**src/sv/mqfd_pkg.sv**
```systemverilog
// Shared types, constants and the packet type check for the MQTT fixed-header deframer.
// It has no dependencies. The core, the output stage and the top level import it.
`default_nettype none

package mqfd_pkg;

    localparam int unsigned MAX_LENGTH_BYTES_DEF = 4;
    localparam logic [15:0] BUFFER_SIZE_RESET    = 16'd1024;

    localparam int unsigned LEN_W = 28;
    localparam int unsigned CNT_W = 3;

    // Phase codes
    localparam logic [1:0] PH_HEADER  = 2'd0;
    localparam logic [1:0] PH_LENGTH  = 2'd1;
    localparam logic [1:0] PH_PAYLOAD = 2'd2;

    // Frame status codes
    localparam logic [1:0] ST_OK      = 2'd0;
    localparam logic [1:0] ST_BADLEN  = 2'd1;
    localparam logic [1:0] ST_SHORT   = 2'd2;
    localparam logic [1:0] ST_BADTYPE = 2'd3;

    // Keep-alive action codes
    localparam logic [1:0] KA_NONE    = 2'd0;
    localparam logic [1:0] KA_PING    = 2'd1;
    localparam logic [1:0] KA_PUBLISH = 2'd2;

    // Packet type nibbles
    localparam logic [3:0] KIND_CONNACK  = 4'd2;
    localparam logic [3:0] KIND_PUBLISH  = 4'd3;
    localparam logic [3:0] KIND_PUBACK   = 4'd4;
    localparam logic [3:0] KIND_PUBREC   = 4'd5;
    localparam logic [3:0] KIND_PUBREL   = 4'd6;
    localparam logic [3:0] KIND_PUBCOMP  = 4'd7;
    localparam logic [3:0] KIND_SUBACK   = 4'd9;
    localparam logic [3:0] KIND_UNSUBACK = 4'd11;
    localparam logic [3:0] KIND_PINGRESP = 4'd13;

    typedef struct packed {
        logic [7:0] payload_byte;
        logic       payload_valid;
        logic [3:0] packet_kind;
        logic       frame_done;
        logic [1:0] frame_status;
        logic [1:0] keepalive_action;
    } result_t;

    typedef struct packed {
        logic [1:0] status;
        logic [1:0] action;
    } frame_end_t;

    // Type check at the end of a frame that fits the buffer.
    function automatic frame_end_t check_kind(input logic [3:0] kind);
        frame_end_t r;
        unique case (kind)
            KIND_CONNACK, KIND_PUBREC, KIND_PUBREL, KIND_PUBCOMP:
            begin
                r.status = ST_OK;
                r.action = KA_NONE;
            end
            KIND_PUBACK, KIND_SUBACK, KIND_UNSUBACK, KIND_PINGRESP:
            begin
                r.status = ST_OK;
                r.action = KA_PING;
            end
            KIND_PUBLISH:
            begin
                r.status = ST_OK;
                r.action = KA_PUBLISH;
            end
            default:
            begin
                r.status = ST_BADTYPE;
                r.action = KA_NONE;
            end
        endcase
        return r;
    endfunction

endpackage

`default_nettype wire

```
**src/sv/mqfd_core.sv**
```systemverilog
// Deframer state and the per-byte next-state logic for one received byte.
// It depends on mqfd_pkg and produces one result word for each accepted byte.
`default_nettype none

module mqfd_core #(
    parameter int unsigned MAX_LENGTH_BYTES = mqfd_pkg::MAX_LENGTH_BYTES_DEF
) (
    input  wire logic              clk,
    input  wire logic              rst_n,
    input  wire logic              advance,
    input  wire logic [7:0]        rx_byte,
    input  wire logic [15:0]       buffer_size,
    output mqfd_pkg::result_t      result
);
    import mqfd_pkg::*;

    logic [1:0]       phase_reg, phase_next;
    logic [3:0]       kind_reg, kind_next;
    logic [LEN_W-1:0] accum_reg, accum_next;
    logic [CNT_W-1:0] count_reg, count_next;
    logic [LEN_W-1:0] left_reg, left_next;
    logic             discard_reg, discard_next;

    logic [CNT_W-1:0] cnt_inc;
    logic [1:0]       group_idx;
    logic [LEN_W-1:0] addend;
    logic [LEN_W-1:0] accum_sum;
    logic [LEN_W:0]   total;
    logic             too_long;
    logic [LEN_W-1:0] left_dec;
    frame_end_t       kind_chk;

    always_comb
    begin
        cnt_inc   = count_reg + CNT_W'(1);
        group_idx = cnt_inc[1:0] - 2'd1;
        // Length groups are seven bits each, least significant first.
        unique case (group_idx)
            2'd0:    addend = {21'd0, rx_byte[6:0]};
            2'd1:    addend = {14'd0, rx_byte[6:0], 7'd0};
            2'd2:    addend = {7'd0, rx_byte[6:0], 14'd0};
            default: addend = {rx_byte[6:0], 21'd0};
        endcase
        accum_sum = accum_reg + addend;
        total     = {1'b0, accum_sum} + (LEN_W + 1)'(cnt_inc) + (LEN_W + 1)'(1);
        too_long  = total >= {(LEN_W - 15)'(0), buffer_size};
        left_dec  = left_reg - LEN_W'(1);
        kind_chk  = check_kind(kind_reg);
    end

    always_comb
    begin
        phase_next   = phase_reg;
        kind_next    = kind_reg;
        accum_next   = accum_reg;
        count_next   = count_reg;
        left_next    = left_reg;
        discard_next = discard_reg;

        result                  = '0;
        result.packet_kind      = kind_reg;

        unique case (phase_reg)
            PH_LENGTH:
            begin
                count_next = cnt_inc;
                accum_next = accum_sum;
                if (rx_byte[7])
                begin
                    if (cnt_inc >= CNT_W'(MAX_LENGTH_BYTES))
                    begin
                        result.frame_done   = 1'b1;
                        result.frame_status = ST_BADLEN;
                        phase_next          = PH_HEADER;
                    end
                end
                else
                begin
                    left_next = accum_sum;
                    if (accum_sum == '0)
                    begin
                        result.frame_done = 1'b1;
                        if (too_long)
                        begin
                            result.frame_status = ST_SHORT;
                        end
                        else
                        begin
                            result.frame_status     = kind_chk.status;
                            result.keepalive_action = kind_chk.action;
                        end
                        discard_next = 1'b0;
                        phase_next   = PH_HEADER;
                    end
                    else
                    begin
                        discard_next = too_long;
                        phase_next   = PH_PAYLOAD;
                    end
                end
            end
            PH_PAYLOAD:
            begin
                if (!discard_reg)
                begin
                    result.payload_valid = 1'b1;
                    result.payload_byte  = rx_byte;
                end
                left_next = left_dec;
                if (left_dec == '0)
                begin
                    result.frame_done = 1'b1;
                    if (discard_reg)
                    begin
                        result.frame_status = ST_SHORT;
                    end
                    else
                    begin
                        result.frame_status     = kind_chk.status;
                        result.keepalive_action = kind_chk.action;
                    end
                    discard_next = 1'b0;
                    phase_next   = PH_HEADER;
                end
            end
            default:
            begin
                // Header byte; the unused phase code also lands here.
                kind_next          = rx_byte[7:4];
                result.packet_kind = rx_byte[7:4];
                accum_next         = '0;
                count_next         = '0;
                left_next          = '0;
                discard_next       = 1'b0;
                phase_next         = PH_LENGTH;
            end
        endcase
    end

    always_ff @(posedge clk or negedge rst_n)
    begin
        if (!rst_n)
        begin
            phase_reg   <= PH_HEADER;
            kind_reg    <= '0;
            accum_reg   <= '0;
            count_reg   <= '0;
            left_reg    <= '0;
            discard_reg <= 1'b0;
        end
        else if (advance)
        begin
            phase_reg   <= phase_next;
            kind_reg    <= kind_next;
            accum_reg   <= accum_next;
            count_reg   <= count_next;
            left_reg    <= left_next;
            discard_reg <= discard_next;
        end
    end

endmodule

`default_nettype wire

```
**src/sv/mqfd_out.sv**
```systemverilog
// Output register stage that holds one result word until the downstream side takes it.
// It depends on mqfd_pkg for the result word type.
`default_nettype none

module mqfd_out (
    input  wire logic              clk,
    input  wire logic              rst_n,
    input  wire logic              in_valid,
    output logic                   in_ready,
    input  wire mqfd_pkg::result_t in_result,
    output logic                   out_valid,
    input  wire logic              out_ready,
    output mqfd_pkg::result_t      out_result
);
    import mqfd_pkg::*;

    logic    valid_reg;
    result_t data_reg;

    // A new word may enter when the stage is empty or the held one leaves in the same cycle.
    assign in_ready   = !valid_reg || out_ready;
    assign out_valid  = valid_reg;
    assign out_result = data_reg;

    always_ff @(posedge clk or negedge rst_n)
    begin
        if (!rst_n)
        begin
            valid_reg <= 1'b0;
        end
        else if (in_ready)
        begin
            valid_reg <= in_valid;
        end
    end

    always_ff @(posedge clk)
    begin
        if (in_valid && in_ready)
        begin
            data_reg <= in_result;
        end
    end

endmodule

`default_nettype wire

```
**src/sv/mqtt_frame_deframer.sv**
```systemverilog
// Top level of the MQTT fixed-header deframer: configuration register, core and output stage.
// It depends on mqfd_pkg, mqfd_core and mqfd_out.
//
//  Group   Direction  Width  Contents
//  s_*     in         8      received byte
//  m_*     out        16+5+1 payload byte, status, keep-alive; tuser kind/valid; tlast
//  cfg_*   in         16     buffer size in bytes
//
// One byte is accepted per cycle while the output is not stalled, and its result appears in the next cycle.
// The rate is set by the update of the deframer state, which is done once for each byte.
// Reset returns the block to the header phase with a buffer size of 1024 bytes.
// A stalled output holds its word and the input takes a byte only when the word leaves.
`default_nettype none

module mqtt_frame_deframer #(
    parameter int unsigned MAX_LENGTH_BYTES = mqfd_pkg::MAX_LENGTH_BYTES_DEF
) (
    input  wire logic        clk,
    input  wire logic        rst_n,
    input  wire logic        s_tvalid,
    output logic             s_tready,
    input  wire logic [7:0]  s_tdata,   // [7:0] rx_byte
    output logic             m_tvalid,
    input  wire logic        m_tready,
    output logic [15:0]      m_tdata,   // [7:0] payload_byte, [9:8] frame_status,
                                        // [11:10] keepalive_action, [15:12] zero
    output logic [4:0]       m_tuser,   // [0] payload_valid, [4:1] packet_kind
    output logic             m_tlast,   // frame_done
    input  wire logic        cfg_valid,
    output logic             cfg_ready,
    input  wire logic [15:0] cfg_data   // buffer_size
);
    import mqfd_pkg::*;

    logic [15:0] buffer_size_reg;
    logic        advance;
    result_t     core_result;
    result_t     out_result;

    assign cfg_ready = 1'b1;
    assign advance   = s_tvalid && s_tready;

    always_ff @(posedge clk or negedge rst_n)
    begin
        if (!rst_n)
        begin
            buffer_size_reg <= BUFFER_SIZE_RESET;
        end
        else if (cfg_valid && cfg_ready)
        begin
            buffer_size_reg <= cfg_data;
        end
    end

    mqfd_core #(
        .MAX_LENGTH_BYTES (MAX_LENGTH_BYTES)
    ) u_core (
        .clk         (clk),
        .rst_n       (rst_n),
        .advance     (advance),
        .rx_byte     (s_tdata),
        .buffer_size (buffer_size_reg),
        .result      (core_result)
    );

    mqfd_out u_out (
        .clk        (clk),
        .rst_n      (rst_n),
        .in_valid   (s_tvalid),
        .in_ready   (s_tready),
        .in_result  (core_result),
        .out_valid  (m_tvalid),
        .out_ready  (m_tready),
        .out_result (out_result)
    );

    assign m_tdata = {4'd0, out_result.keepalive_action, out_result.frame_status,
                      out_result.payload_byte};
    assign m_tuser = {out_result.packet_kind, out_result.payload_valid};
    assign m_tlast = out_result.frame_done;

endmodule

`default_nettype wire

```
**config.mk**
```make
export PLATFORM = sky130hd
export DESIGN_NAME = mqtt_frame_deframer
export DESIGN_NICKNAME = d
export VERILOG_FILES = /design/src/sv/mqfd_pkg.sv /design/src/sv/mqfd_core.sv /design/src/sv/mqfd_out.sv /design/src/sv/mqtt_frame_deframer.sv
export SDC_FILE = /design/constraint.sdc
export NUM_CORES = 1
export LEC_CHECK = 0
export BUFFER_PORTS_ARGS = -buffer_cell sky130_fd_sc_hd__clkbuf_2
export CELL_PAD_IN_SITES_DETAIL_PLACEMENT = 1
export CELL_PAD_IN_SITES_GLOBAL_PLACEMENT = 1
export CORE_MARGIN = 10
export CORE_UTILIZATION = 45
export DETAILED_ROUTE_END_ITERATION = 16
export MAX_ROUTING_LAYER = met4
export PLACE_DENSITY = 0.87
export SETUP_SLACK_MARGIN = 0.2
export SLEW_MARGIN = 20
export SYNTH_ARGS = -nofsm -noshare
export SYNTH_HDL_FRONTEND = slang
export SYNTH_SLANG_ARGS = --single-unit
```
**constraint.sdc**
```tcl
create_clock -name clk -period 6.65 [get_ports clk]
set_clock_uncertainty 0.15 [all_clocks]
set_input_delay 1.6625 -clock clk [delete_from_list [all_inputs] [get_ports clk]]
set_output_delay 1.6625 -clock clk [all_outputs]
set_load 0.005 [all_outputs]
```
==> results.toml <==
[run_status]
status = "finished, final reports clean"

[hold_path]
hold_depth = 2
hold_path_class = "flip-flop to flip-flop"
hold_end = "u_core.accum_reg[18]$_DFFE_PN0P_"
min-delay-start = "u_core.accum_reg[18]$_DFFE_PN0P_"

[power]
irDropWorstVdd_v = 0.000246
p_seq_frac = 0.188
leakage_uw = 0.00438
pwr-share-comb = 0.703
swShare = 0.513
p_sw_uw = 2510
pwr_density_cell_mw_per_mm2 = 510
internal_power_uw = 2380
clkPwrFrac = 0.108

[setup_path]
worst_r2r_path_depth = 28
crit_path_top_delay_cell = "a221o_2"
crit_chain = "buf_6, and2_4, ha_4, fa_2, a21o_1, buf_4, a221o_2, a21oi_4, xnor2_2, nor3b_4, nand2_1, xnor2_1, ha_1, a21oi_2, o21ai_1, a2111o_1, a31oi_1, o211ai_1, a211oi_1, nand3_1, a311o_1, nor3_4, a311o_1, a21oi_2"
required_ps = 6610
cp-start-kind = "primary input"
r2r_end = "u_out.out_result[3]$_DFFE_PP_"
endpoint_kind = "flip-flop"
rr_startpoint = "u_core.count_reg[0]$_DFFE_PN0P_"
arrival_ps = 6470
cp_max_fo = 3
slowest_delay_ps = 370
path_class = "primary input to flip-flop"
r2r_slack_ps = 320

[placement]
routabilityCongestion = 0.961
dpl_cell_area_sq_mm = 0.00900
hpwl_mm = 20.4
place.port_buffers = 48

[grt]
track_usage = 0.244
antenna_found_initial = 0
grt_pass1_wl_mm = 46.2
grt_max_degree = 65
overflow = 0
grt_pass1_vias = 8193

[yosys]
synth_xor_area_frac = 0.0580
netlist_top_cells_area = "dfrtp_1 25%, ha_1 8.6%, edfxtp_1 6.6%, nand2_1 5.9%, o21ai_0 4.8%"
synth_top_family_by_area = "simple AND/OR/NAND/NOR gates"
synth_cell_types = 94
synth.cell_area_sq_mm = 0.00819
synthAdderAreaFrac = 0.0904
async_flop_share = 0.822
avgSynthCellArea_sq_um = 8.61
ys.flop_type = "dfrtp_1"
synth_mux_area_frac = 0.0176
seq_area_frac_synth = 0.320
synth-seq-cells = 101
synth_cells = 951
yosysTopAreaCell = "dfrtp_1"
synth_simple_gate_area_frac = 0.235
yosysWarnings = 0
synth-edff-count = 18
synth_compound_area_frac = 0.230
synth_top_area_share = 0.250

[final_layout]
syn2layout_area_growth_pct = 17.0
layout_common_cells = "127 x nand2_1, 82 x dfrtp_1, 77 x o21ai_0"
final_cell_area_sq_mm = 0.00958
fin_nets = 1134
n_antenna_cell = 0
layout-drive-gt1-share = 0.212
fillers = 2137
final_common_cell = "nand2_1"

[clocking]
htreeDepth = 3
cts_root_buffer = "clkbuf_16"
clk_path_buf_depth = 2
clk_pin_slew_ps = 80
clk_latency_ps = 370
cts_hold_buffers = 0
cts.sinks = 101
cts_buffers = 9
cts_tree = "yes"

[drt]
wl_met3_mm = 1.56
first_pass_iters = 6
drc_errors = 0
viasPerCell = 6.29
drtAntennaViolNets = 0
first_iter_violations = 703
drt-total-wl_mm = 29.6
wl_met1_mm = 12.6
top_layer = "met4"
route.vias.total = 8061
wl_met2_mm = 14.5
avgRoutedWirePerCell_um = 23.1

[die]
core_sq_mm = 0.0180
initial_core_util = 0.456
fp.dieH_um = 155
fp.dieW_um = 155
fp-row-count = 49
die-area_sq_mm = 0.0240
io_pins = 54

[sta]
setup_tns_ps = 0
slew-limit-headroom = 0.231
hold_viol_final = 0
slew_violations = 0
rsz0062_at_grt = "true"
setup_viol = 0
clock.fmax_mhz = 154
fin_crit_sh = 0.979
hold_ws_ps = 347
period_minus_slack_ps = 6510
tightest_slew_ps = 1150

[job]
max_cap_viol_count = 0
==> layout make-up <==
cell class                 count  area [sq um]  area share
timing repair buffer         130           891      0.0930
inverter                      44           165      0.0172
multi-input combinational    761          5340       0.557
tap                          229           287      0.0299
clock inverter                 7          60.1     0.00627
sequential                   101          2620       0.273
clock buffer                   9           225      0.0235
==> power by group through the flow <==
stage | registers, uW | logic (uW) | clock network, uW
2_1_floorplan | 876 | 2140 | 0
3_3_place_gp | 912 | 2980 | 0
3_5_place_dp | 924 | 3120 | 0
4_1_cts | 915 | 3220 | 533
5_1_grt | 941 | 3710 | 564
6_report | 921 | 3440 | 529
==> Yosys cell counts, types with 4 or more instances <==
cell type	count
a21boi_0	4
xor2_1	21
nand2b_1	9
a211oi_1	4
dfrtp_1	82
a31oi_1	10
o21a_1	8
a22oi_1	21
o211ai_1	9
nand4_1	8
buf_4	5
edfxtp_1	18
nor3_2	5
xnor2_1	24
and2_1	38
or3_1	7
or2_2	4
and4_1	6
nor2_1	45
nor2b_1	7
buf_2	9
nand2_1	128
o31ai_1	10
a22o_1	9
a311o_1	4
nor3_1	19
o21ai_1	5
nor4_1	11
and3_1	5
o22ai_1	8
a21o_1	16
nand3_1	32
o21ai_0	79
ha_1	56
mux2_2	11
or4_1	7
inv_1	44
a21oi_1	44
clkbuf_1	28
nor4b_1	5
==> worst max-delay path by stage <==
stage / startpoint / end / slack [ps] / depth (start not counted)
floorplan: s_tdata[0] / u_out.out_result[2]$_DFFE_PP_ / 240 / 22
global placement: s_tdata[0] / u_out.out_result[3]$_DFFE_PP_ / -110 / 24
detailed placement: s_tdata[0] / u_out.out_result[3]$_DFFE_PP_ / -320 / 24
CTS: s_tdata[0] / u_out.out_result[3]$_DFFE_PP_ / 200 / 28
global route: s_tdata[0] / u_out.out_result[3]$_DFFE_PP_ / 9 / 25
finish: s_tdata[0] / u_out.out_result[3]$_DFFE_PP_ / 140 / 24
==> metal layers <==
layer / global-route usage / vias to the layer above
met5: - / -
met4: 0.0841 / 0
met3: 0.0339 / 83
met2: 0.396 / 312
met1: 0.307 / 4037
li1: - / 3629
==> what timing repair did <==
item,CTS,global route
endpoints found under the setup margin,5,5
buffers inserted,12,5
resized for setup,15,20
pin swaps,23,32
==> kinds of logic after synthesis <==
logic type / count (synthesis)
fa+ha+maj: 58
xor+xnor: 50
mux: 13
simple gates: 361
buf+inv: 92
other cells: 2
flops: 101
compound gates: 274
==> through the flow <==
step / total power, uW / util / setup WS [ps] / std cells
6_report: 4890 / 0.533 / 137 / 1281
5_1_grt: 5220 / 0.533 / 8.56 / 1281
4_1_cts: 4670 / 0.526 / 201 / 1276
3_5_place_dp: 4040 / 0.501 / -316 / 1248
3_3_place_gp: 3890 / 0.501 / -115 / 1248
2_1_floorplan: 3010 / - / 237 / 954
==> worst max-delay path, delay by kind of cell <==
family,cells,cell delay (ps)
fa+ha+maj,3,810
compound gates,12,2520
simple gates,5,880
xor+xnor,2,350
buf+inv,2,250
(Power assumes the default switching activity.)
